### config.mk
export PLATFORM = sky130hd
export DESIGN_NAME = text_frame_crc8_trailer_check_unit_flat
export DESIGN_NICKNAME = d
export VERILOG_FILES = /design/src/rtl/tfcrc_pkg.sv /design/src/rtl/tfcrc_if.sv /design/src/rtl/text_frame_crc8_trailer_check_unit.sv /design/src/flat_wrapper.sv
export SDC_FILE = /design/constraint.sdc
export NUM_CORES = 1
export LEC_CHECK = 0
export BUFFER_PORTS_ARGS = -buffer_cell sky130_fd_sc_hd__buf_2
export CORE_MARGIN = 2
export CORE_UTILIZATION = 30
export DETAILED_ROUTE_END_ITERATION = 8
export PLACE_DENSITY = 0.44
export SKIP_CTS_REPAIR_TIMING = 1
export SYNTH_ARGS = -nofsm -noshare
export SYNTH_HDL_FRONTEND = slang
export SYNTH_SLANG_ARGS = --single-unit
export TNS_END_PERCENT = 50
### constraint.sdc
create_clock -name clk_i -period 10.4 [get_ports clk_i]
set_input_delay 2.08 -clock clk_i [delete_from_list [all_inputs] [get_ports clk_i]]
set_output_delay 2.08 -clock clk_i [all_outputs]
set_load 0.01 [all_outputs]
### src/rtl/tfcrc_pkg.sv
`timescale 1ns / 1ps
// ----------------------------------------------------------------------------
// tfcrc_pkg
// Types and constants shared by the text frame CRC-8 trailer checker.
// ----------------------------------------------------------------------------
package tfcrc_pkg;

  // CRC-8, MSB first, no reflection, no final XOR
  localparam logic [7:0] CRC_POLY = 8'h07;
  localparam logic [7:0] CRC_INIT = 8'h00;

  // Characters of interest in the frame text
  localparam logic [7:0] CHAR_COMMA = 8'h2C;
  localparam logic [7:0] CHAR_C     = 8'h43;
  localparam logic [7:0] CHAR_R     = 8'h52;
  localparam logic [7:0] CHAR_PLUS  = 8'h2B;
  localparam logic [7:0] CHAR_MINUS = 8'h2D;
  localparam logic [7:0] CHAR_SPACE = 8'h20;
  localparam logic [7:0] CHAR_TAB   = 8'h09;  // first of TAB, LF, VT, FF, CR
  localparam logic [7:0] CHAR_CR    = 8'h0D;
  localparam logic [7:0] CHAR_ZERO  = 8'h30;
  localparam logic [7:0] CHAR_NINE  = 8'h39;

  // Parse phase of the field after the most recent comma
  typedef enum logic [2:0] {
    PH_PREFIX_C1 = 3'd0,  // first 'C' expected
    PH_PREFIX_R  = 3'd1,  // 'R' expected
    PH_PREFIX_C2 = 3'd2,  // second 'C' expected
    PH_LEADING   = 3'd3,  // skipping blanks, sign or digit expected
    PH_DIGITS    = 3'd4,  // collecting digits
    PH_ENDED     = 3'd5,  // value ended
    PH_FAILED    = 3'd6   // prefix mismatch, not a trailer
  } field_phase_e;

endpackage

### src/rtl/tfcrc_if.sv
`timescale 1ns / 1ps
// ----------------------------------------------------------------------------
// tfcrc_if
// Valid/ready channels of the trailer checker: frame bytes in, results out.
// ----------------------------------------------------------------------------
interface tfcrc_byte_if;
  logic       valid;
  logic       ready;
  logic [7:0] data_byte;
  logic       last_byte;

  modport source (output valid, output data_byte, output last_byte, input ready);
  modport sink   (input valid, input data_byte, input last_byte, output ready);
endinterface

interface tfcrc_result_if;
  logic       valid;
  logic       ready;
  logic       crc_match;
  logic       trailer_found;
  logic [7:0] computed_crc;
  logic [7:0] trailer_crc;

  modport source (output valid, output crc_match, output trailer_found,
                  output computed_crc, output trailer_crc, input ready);
  modport sink   (input valid, input crc_match, input trailer_found,
                  input computed_crc, input trailer_crc, output ready);
endinterface

### src/rtl/text_frame_crc8_trailer_check_unit.sv
`timescale 1ns / 1ps
// ----------------------------------------------------------------------------
// text_frame_crc8_trailer_check_unit
// Running CRC-8 (poly 0x07) over a text frame with a decimal "CRC" trailer
// parsed from the field after the last comma; one result per frame.
//
//   channel | dir | transaction
//   --------+-----+-------------------------------------------------------
//   in_i    | in  | one frame byte, last_byte marks the end of the frame
//   out_o   | out | crc_match, trailer_found, computed_crc, trailer_crc
//
// One byte per cycle while in_i is not stalled; each byte is folded into the
// frame state in the cycle it is accepted. The result is registered when the
// last byte is accepted. in_i stalls only while a result is held and out_o is
// not ready; a held result that leaves in the same cycle does not stall in_i.
// Reset clears the frame state and the output valid; state also returns to
// its reset values after every last byte.
// ----------------------------------------------------------------------------
module text_frame_crc8_trailer_check_unit
  import tfcrc_pkg::*;
(
  input  logic            clk_i,
  input  logic            rst_ni,
  tfcrc_byte_if.sink      in_i,
  tfcrc_result_if.source  out_o
);

  // Frame state
  logic [7:0]   running_crc_q, running_crc_d;
  logic [7:0]   crc_at_comma_q, crc_at_comma_d;
  logic         comma_seen_q, comma_seen_d;
  field_phase_e phase_q, phase_d;
  logic         minus_q, minus_d;
  logic [7:0]   acc_q, acc_d;

  // Output register
  logic         out_valid_q;
  logic         crc_match_q, crc_match_d;
  logic         trailer_q, trailer_d;
  logic [7:0]   computed_q, computed_d;
  logic [7:0]   received_q, received_d;

  logic         in_accept;
  logic [7:0]   b;
  logic         is_blank, is_digit;
  logic [7:0]   acc_digit;

  assign in_i.ready = !out_valid_q || out_o.ready;
  assign in_accept  = in_i.valid && in_i.ready;
  assign b          = in_i.data_byte;

  // Character classes and decimal step
  assign is_blank  = (b == CHAR_SPACE) || ((b >= CHAR_TAB) && (b <= CHAR_CR));
  assign is_digit  = (b >= CHAR_ZERO) && (b <= CHAR_NINE);
  assign acc_digit = {acc_q[4:0], 3'b000} + {acc_q[6:0], 1'b0} + (b - CHAR_ZERO);

  // CRC-8 update, one bit per step
  always_comb begin
    logic [7:0] c;
    c = running_crc_q ^ b;
    for (int k = 0; k < 8; k++) begin
      c = c[7] ? ({c[6:0], 1'b0} ^ CRC_POLY) : {c[6:0], 1'b0};
    end
    running_crc_d = c;
  end

  // Next phase of the field parser
  always_comb begin
    phase_d = phase_q;
    if (b == CHAR_COMMA) begin
      phase_d = PH_PREFIX_C1;
    end else if (comma_seen_q) begin
      case (phase_q)
        PH_PREFIX_C1: phase_d = (b == CHAR_C) ? PH_PREFIX_R : PH_FAILED;
        PH_PREFIX_R:  phase_d = (b == CHAR_R) ? PH_PREFIX_C2 : PH_FAILED;
        PH_PREFIX_C2: phase_d = (b == CHAR_C) ? PH_LEADING : PH_FAILED;
        PH_LEADING: begin
          if (is_blank) phase_d = PH_LEADING;
          else if (b == CHAR_PLUS || b == CHAR_MINUS || is_digit) phase_d = PH_DIGITS;
          else phase_d = PH_ENDED;
        end
        PH_DIGITS:    phase_d = is_digit ? PH_DIGITS : PH_ENDED;
        default:      phase_d = phase_q;
      endcase
    end
  end

  // Data path of the parser: comma capture, sign and accumulator
  always_comb begin
    crc_at_comma_d = crc_at_comma_q;
    comma_seen_d   = comma_seen_q;
    minus_d        = minus_q;
    acc_d          = acc_q;
    if (b == CHAR_COMMA) begin
      crc_at_comma_d = running_crc_q;
      comma_seen_d   = 1'b1;
      minus_d        = 1'b0;
      acc_d          = '0;
    end else if (comma_seen_q) begin
      case (phase_q)
        PH_LEADING: begin
          if (!is_blank && b == CHAR_MINUS) minus_d = 1'b1;
          if (!is_blank && is_digit) acc_d = acc_digit;
        end
        PH_DIGITS: begin
          if (is_digit) acc_d = acc_digit;
        end
        default: acc_d = acc_q;
      endcase
    end
  end

  // Frame result from the state after this byte
  always_comb begin
    trailer_d  = comma_seen_d &&
                 (phase_d == PH_LEADING || phase_d == PH_DIGITS || phase_d == PH_ENDED);
    computed_d = comma_seen_d ? crc_at_comma_d : 8'h00;
    received_d = 8'h00;
    if (trailer_d) received_d = minus_d ? (8'h00 - acc_d) : acc_d;
    crc_match_d = trailer_d && (received_d == computed_d);
  end

  // Frame state registers; cleared after the last byte
  always_ff @(posedge clk_i or negedge rst_ni) begin
    if (!rst_ni) begin
      running_crc_q  <= CRC_INIT;
      crc_at_comma_q <= 8'h00;
      comma_seen_q   <= 1'b0;
      phase_q        <= PH_PREFIX_C1;
      minus_q        <= 1'b0;
      acc_q          <= 8'h00;
    end else if (in_accept) begin
      if (in_i.last_byte) begin
        running_crc_q  <= CRC_INIT;
        crc_at_comma_q <= 8'h00;
        comma_seen_q   <= 1'b0;
        phase_q        <= PH_PREFIX_C1;
        minus_q        <= 1'b0;
        acc_q          <= 8'h00;
      end else begin
        running_crc_q  <= running_crc_d;
        crc_at_comma_q <= crc_at_comma_d;
        comma_seen_q   <= comma_seen_d;
        phase_q        <= phase_d;
        minus_q        <= minus_d;
        acc_q          <= acc_d;
      end
    end
  end

  // Output valid
  always_ff @(posedge clk_i or negedge rst_ni) begin
    if (!rst_ni) begin
      out_valid_q <= 1'b0;
    end else if (in_accept && in_i.last_byte) begin
      out_valid_q <= 1'b1;
    end else if (out_o.ready) begin
      out_valid_q <= 1'b0;
    end
  end

  // Output payload
  always_ff @(posedge clk_i) begin
    if (in_accept && in_i.last_byte) begin
      crc_match_q <= crc_match_d;
      trailer_q   <= trailer_d;
      computed_q  <= computed_d;
      received_q  <= received_d;
    end
  end

  assign out_o.valid         = out_valid_q;
  assign out_o.crc_match     = crc_match_q;
  assign out_o.trailer_found = trailer_q;
  assign out_o.computed_crc  = computed_q;
  assign out_o.trailer_crc   = received_q;

`ifndef ASSERT_OFF
  a_match_needs_trailer : assert property (@(posedge clk_i) disable iff (!rst_ni)
    out_valid_q && crc_match_q |-> trailer_q)
    else $error("crc_match without trailer");

  a_no_trailer_zero : assert property (@(posedge clk_i) disable iff (!rst_ni)
    out_valid_q && !trailer_q |-> received_q == 8'h00)
    else $error("trailer_crc nonzero without trailer");

  a_last_gives_result : assert property (@(posedge clk_i) disable iff (!rst_ni)
    in_accept && in_i.last_byte |=> out_valid_q)
    else $error("last byte gave no result");

  a_frame_cleared : assert property (@(posedge clk_i) disable iff (!rst_ni)
    in_accept && in_i.last_byte |=> !comma_seen_q && phase_q == PH_PREFIX_C1 &&
    running_crc_q == CRC_INIT)
    else $error("frame state not cleared after last byte");

  a_phase_needs_comma : assert property (@(posedge clk_i) disable iff (!rst_ni)
    phase_q != PH_PREFIX_C1 |-> comma_seen_q)
    else $error("field parser advanced without a comma");
`endif

endmodule

### src/flat_wrapper.sv
// flat-port wrapper written by rule: the top's interface ports become plain ports
module text_frame_crc8_trailer_check_unit_flat import tfcrc_pkg::*;
  (clk_i, rst_ni, in_i_valid, in_i_data_byte, in_i_last_byte, in_i_ready, out_o_valid, out_o_crc_match, out_o_trailer_found, out_o_computed_crc, out_o_trailer_crc, out_o_ready);
  tfcrc_byte_if in_i_i ();
  tfcrc_result_if out_o_i ();
  input  logic clk_i;
  input  logic rst_ni;
  input wire logic [$bits(in_i_i.valid)-1:0] in_i_valid;
  input wire logic [$bits(in_i_i.data_byte)-1:0] in_i_data_byte;
  input wire logic [$bits(in_i_i.last_byte)-1:0] in_i_last_byte;
  output wire logic [$bits(in_i_i.ready)-1:0] in_i_ready;
  output wire logic [$bits(out_o_i.valid)-1:0] out_o_valid;
  output wire logic [$bits(out_o_i.crc_match)-1:0] out_o_crc_match;
  output wire logic [$bits(out_o_i.trailer_found)-1:0] out_o_trailer_found;
  output wire logic [$bits(out_o_i.computed_crc)-1:0] out_o_computed_crc;
  output wire logic [$bits(out_o_i.trailer_crc)-1:0] out_o_trailer_crc;
  input wire logic [$bits(out_o_i.ready)-1:0] out_o_ready;
  assign in_i_i.valid = in_i_valid;
  assign in_i_i.data_byte = in_i_data_byte;
  assign in_i_i.last_byte = in_i_last_byte;
  assign in_i_ready = in_i_i.ready;
  assign out_o_valid = out_o_i.valid;
  assign out_o_crc_match = out_o_i.crc_match;
  assign out_o_trailer_found = out_o_i.trailer_found;
  assign out_o_computed_crc = out_o_i.computed_crc;
  assign out_o_trailer_crc = out_o_i.trailer_crc;
  assign out_o_i.ready = out_o_ready;
  text_frame_crc8_trailer_check_unit u_core (.clk_i(clk_i), .rst_ni(rst_ni), .in_i(in_i_i), .out_o(out_o_i));
endmodule
== Word-level counts from Yosys, hierarchy flattened ==
Index checks and enable logic that the tools add are counted.
Storage, ports and cells
  output and inout port bits: 20
  register bits: 48
Cells by class
  bitwise operators: 9
  muxes and demuxes: 39
  order comparisons: 4
  reduce and logical (&&, ||, !) cells: 18
  eq/ne operators: 14
  $add $sub $neg: 4
Operator list (count)
  two-way mux 8 bit: 11
  two-way mux 3 bit: 15
  equality test 8 x 6 -> 1 bit (second input constant): 4
  inverter 3 bit: 8
  adder 8 bit: 2
  equality test 8 x 7 -> 1 bit (second input constant): 2
  case mux 8 bit (2 select lines): 1
  case mux 3 bit (5 select lines): 1
  two-way mux 1 bit: 11
  equality test 3 x 2 -> 1 bit (second input constant): 3
  equality test 3 bit (second input constant): 3
  equality test 8 bit: 1
  greater-or-equal comparator 8 x 4 -> 1 bit (second input constant): 1
  greater-or-equal comparator 8 x 6 -> 1 bit (second input constant): 1
  <= comparator 8 x 4 -> 1 bit (second input constant): 1
  <= comparator 8 x 6 -> 1 bit (second input constant): 1
  logical AND 1 bit: 8
  subtractor 1 x 8 -> 8 bit (first input constant): 1
  subtractor 8 x 6 -> 8 bit (second input constant): 1
  bitwise XOR 8 bit: 1
  logical OR 1 bit: 6
  equality test 3 x 1 -> 1 bit (second input constant): 1
  logical NOT 3 bit: 1
  logical NOT 1 bit: 2
  nonzero test 2 bit: 1

== Depth between registers and ports, before layout ==
  depth in word-level cells: 18
  gate-level depth with buffers: 15
  depth with buffers taken out: 14

== Least setup slack after synthesis ==
No wires, ideal clock.
  kind: input to register
  from: input in_i_data_byte[3]
  to: register u_core.crc_match_q (netlist: u_core.out_o.crc_match), data pin
  stages on the path: 15
  buffers on the path: 1
  data arrival time: 5.421 ns
  library setup time: 0.174 ns
  data required time: 10.226 ns
  slack: 4.805 ns
  path through: clkbuf_1 inv_1 fa_1 inv_1 ha_1 ha_1 fa_1 xor2_1 o31ai_1 mux2i_1 a2111oi_0 or3_1 nand3b_1 a211o_1 a311oi_1
Between the ends
  cells in the longest elaborated chain, start to end: 15
  elaborated cells on any way between the ends: 52
  classes of those cells: add/sub: 3; order compare: 4; eq/ne: 10; mux: 23; reduce/logical: 12
RTL lines
  start: declaration: line flat_wrapper.sv:9  | input wire logic [$bits(in_i_i.data_byte)-1:0] in_i_data_byte;
  parallel branches: the longest is 14 deep, another holds subtractor 8 x 6 -> 8 bit
  logical AND 1 bit *: line text_frame_crc8_trailer_check_unit.sv:120  | crc_match_d = trailer_d && (received_d == computed_d);
  net u_core.crc_match_d: line text_frame_crc8_trailer_check_unit.sv:38  | logic crc_match_q, crc_match_d;
  end signal: assignment: line text_frame_crc8_trailer_check_unit.sv:165  | crc_match_q <= crc_match_d;
  end: declaration: line text_frame_crc8_trailer_check_unit.sv:38
Mark *: on every way through the listed nets, which the timed path passes.
A chain may end at the register's enable or synchronous reset.

== Worst setup path after layout ==
Same ends and word-level chain as after synthesis.

==> flow_summary.json <==
{
  "status": "finished, final reports clean",
  "ff2ff_setup_slack_ps": 6360,
  "final_cell_mix": "37 x nand2_1, 32 x buf_2, 30 x dfrtp_1",
  "slowest_delay_ps": 570,
  "dp_slack_ps": 4470,
  "initial_core_util": 0.309,
  "hold_violations": 0,
  "crit_chain": "buf_2, inv_1, fa_1, inv_1, ha_1, ha_1, fa_1, a21o_1, a21oi_1, xor2_1, o21ai_0, xnor3_1, nand4_1, a311oi_1",
  "overflow": 0,
  "max-vdd-ir-drop_mv": 0.0682,
  "path_class": "input pin to flip-flop",
  "antennaDiodeCount": 0,
  "dpl.hpwl_mm": 6.78,
  "p_per_area_mw_per_mm2": 145,
  "worstPathRequired_ps": 10450,
  "met1_usage": 0.226,
  "gp_congestion": 0.823,
  "clock_sinks": 48,
  "ys_seq_area_frac": 0.384,
  "crit_buf_inv": 3,
  "core_area_mm2": 0.0109,
  "cellLeakagePower_nw": 1.66,
  "hp-class": "flip-flop to flip-flop",
  "avgSynthCellArea_um2": 9.49,
  "async_flop_share": 0.625,
  "dieArea_mm2": 0.0121,
  "setup_ws_ps": 4810,
  "finalInstanceArea_mm2": 0.00377,
  "yosysWarningCount": 0,
  "drtIter0Drc": 133,
  "cts-root-buf": "clkbuf_8",
  "synthToLayoutAreaGrowth_pct": 12.3,
  "fin_crit_ps": 5590,
  "pin_count": 33,
  "viasPerCell": 5.13,
  "worst_setup_path_end_kind": "flip-flop",
  "path_max_fanout": 10,
  "critPathLaunchType": "input pin",
  "timing.setup.tns_ps": 0,
  "grt_max_degree": 31,
  "grt_usage": 0.158,
  "clk_pin_slew_ps": 100,
  "period_share": 0.538,
  "worstPathArrival_ps": 5640,
  "final_common_cell": "nand2_1",
  "cts-buffers-inserted": 5,
  "cp_slowest_cell": "o21ai_0",
  "max_freq_mhz": 179,
  "drv_cap": 0,
  "finalClockSkew_ps": 7.69,
  "h-tree-depth": 2,
  "rows": 38,
  "grtUsageMet3": 0.0196,
  "drive_gt1_frac": 0.140,
  "setup_violations": 0,
  "die_w_um": 110,
  "top_usage_layer": "met2",
  "worstMarginPinSlew_ps": 768,
  "postSynthCellCount": 354,
  "synth_edf_count": 18,
  "synth_flop_cell": "dfrtp_1",
  "ant_nets": 0,
  "syn-cell-area_mm2": 0.00336,
  "die_y_um": 110,
  "nets": 408,
  "wl_mm": 8.97,
  "drc": 0,
  "rsz0062_at_grt": "no",
  "clockBufferDepth": 2,
  "slew_headroom": 0.488,
  "ys_ff_latch": 48,
  "syn_nets": 384,
  "dr.pass1.iters": 4,
  "grt_pass1_vias": 2544,
  "antenna_found_initial": 0,
  "port-buffer-count": 32,
  "use_met2": 0.258,
  "final_cells": 519,
  "dp_cells": 511,
  "clkLatencyLatePin_ps": 300,
  "placed_area_mm2": 0.00363,
  "grt_pass1_wl_mm": 14.4,
  "synth.distinct_cells": 61,
  "cts_tree": "built",
  "crit_family": "adder cells",
  "drv_slew": 0,
  "routedWlPerCell_um": 17.3,
  "vias": 2663
}
logic make-up after synthesis:
family / count (synthesis) / synth area share
AO/OA/AOI/OAI: 76 / 0.160
adder cells (fa/ha/maj): 17 / 0.0745
AND/OR/NAND/NOR: 121 / 0.187
multiplexers: 10 / 0.0302
XOR/XNOR: 39 / 0.110
flip-flops: 48 / 0.384
buffers and inverters: 43 / 0.0547
flip-flops by register name (all words and copies together) (netlist names):
signal                      count
u_core.minus_q                  1
u_core.out_o.valid              1
u_core.comma_seen_q             1
u_core.phase_q                  3
u_core.crc_at_comma_q           8
u_core.out_o.trailer_crc        8
u_core.running_crc_q            8
u_core.out_o.trailer_found      1
u_core.acc_q                    8
u_core.out_o.computed_crc       8
u_core.out_o.crc_match          1
cell type report:
class,instances,area (µm²)
fillers,1119,7120
multi-input cells,263,1900
flip-flops and latches,48,1290
repair buffers,34,175
well taps,140,175
inverters,26,97.6
clock buffers,5,68.8
clock inverters,3,68.8
cells in the mapped netlist, types with 3 or more instances:
| cell type | n | area, µm² |
|---|---|---|
| a21o_1 | 3 | 22.5 |
| nor3_1 | 6 | 30.0 |
| ha_1 | 12 | 150 |
| fa_1 | 5 | 100 |
| dfrtp_1 | 30 | 751 |
| nor2_1 | 25 | 93.8 |
| xnor2_1 | 25 | 219 |
| nand3b_1 | 3 | 22.5 |
| a41oi_1 | 3 | 26.3 |
| buf_2 | 6 | 30.0 |
| a22o_1 | 15 | 131 |
| nand2_1 | 37 | 139 |
| edfxtp_1 | 18 | 541 |
| o21ai_0 | 19 | 95.1 |
| mux2i_1 | 9 | 90.1 |
| or3_1 | 6 | 37.5 |
| and3_1 | 3 | 18.8 |
| a21boi_0 | 3 | 22.5 |
| inv_1 | 26 | 97.6 |
| clkbuf_1 | 8 | 30.0 |
| nand3_1 | 11 | 55.1 |
| a21oi_1 | 9 | 45.0 |
| xor2_1 | 12 | 105 |
| a31oi_1 | 3 | 18.8 |
| nand2b_1 | 5 | 31.3 |
power by group:
| part | total (mW) | switching [mW] | leakage [nW] | internal [mW] |
|---|---|---|---|---|
| clock | 0.164 | 0.0674 | 0.0687 | 0.0969 |
| sequential | 0.241 | 0.0267 | 0.583 | 0.214 |
| combinational | 0.143 | 0.0804 | 1.00 | 0.0623 |
worst reg2reg max path, stage by stage (launching register included):
cell and delay, ps:
dfrtp_1 440, inv_1 140, fa_1 500, inv_1 40, ha_1 280, ha_1 230, fa_1 410, a21o_1 190
a21oi_1 190, xor2_1 120, o21ai_0 570, xnor3_1 520, nand4_1 110, a311oi_1 60
worst paths after layout:
check | startpoint | end | cells past startpoint
max in group asynchronous | rst_ni | u_core.running_crc_q[3]$_DFFE_PN0P_ | 1
min in group asynchronous | rst_ni | u_core.acc_q[3]$_DFFE_PN0P_ | 1
max | in_i_data_byte[3] | u_core.out_o.crc_match$_DFFE_PP_ | 14
min reg2reg | u_core.crc_at_comma_q[4]$_DFFE_PN0P_ | u_core.crc_at_comma_q[4]$_DFFE_PN0P_ | 1
max reg2reg | u_core.acc_q[2]$_DFFE_PN0P_ | u_core.out_o.crc_match$_DFFE_PP_ | 13
min | u_core.crc_at_comma_q[4]$_DFFE_PN0P_ | u_core.crc_at_comma_q[4]$_DFFE_PN0P_ | 1
metal layers:
layer  vias to the layer above  share of wire
li1                       1301              -
met1                      1309           0.49
met2                        51           0.47
met3                         2          0.030
met4                         0         0.0042
met5                         -              0
stage by stage:
stage           util  hold slack [ps]  total power, mW
2_1_floorplan      -              464            0.348
3_3_place_gp   0.334              488            0.389
3_5_place_dp   0.334              491            0.389
4_1_cts        0.346              516            0.555
5_1_grt        0.346              544            0.580
6_report       0.346              510            0.548
Note: power is estimated with default switching activity, not from simulation.
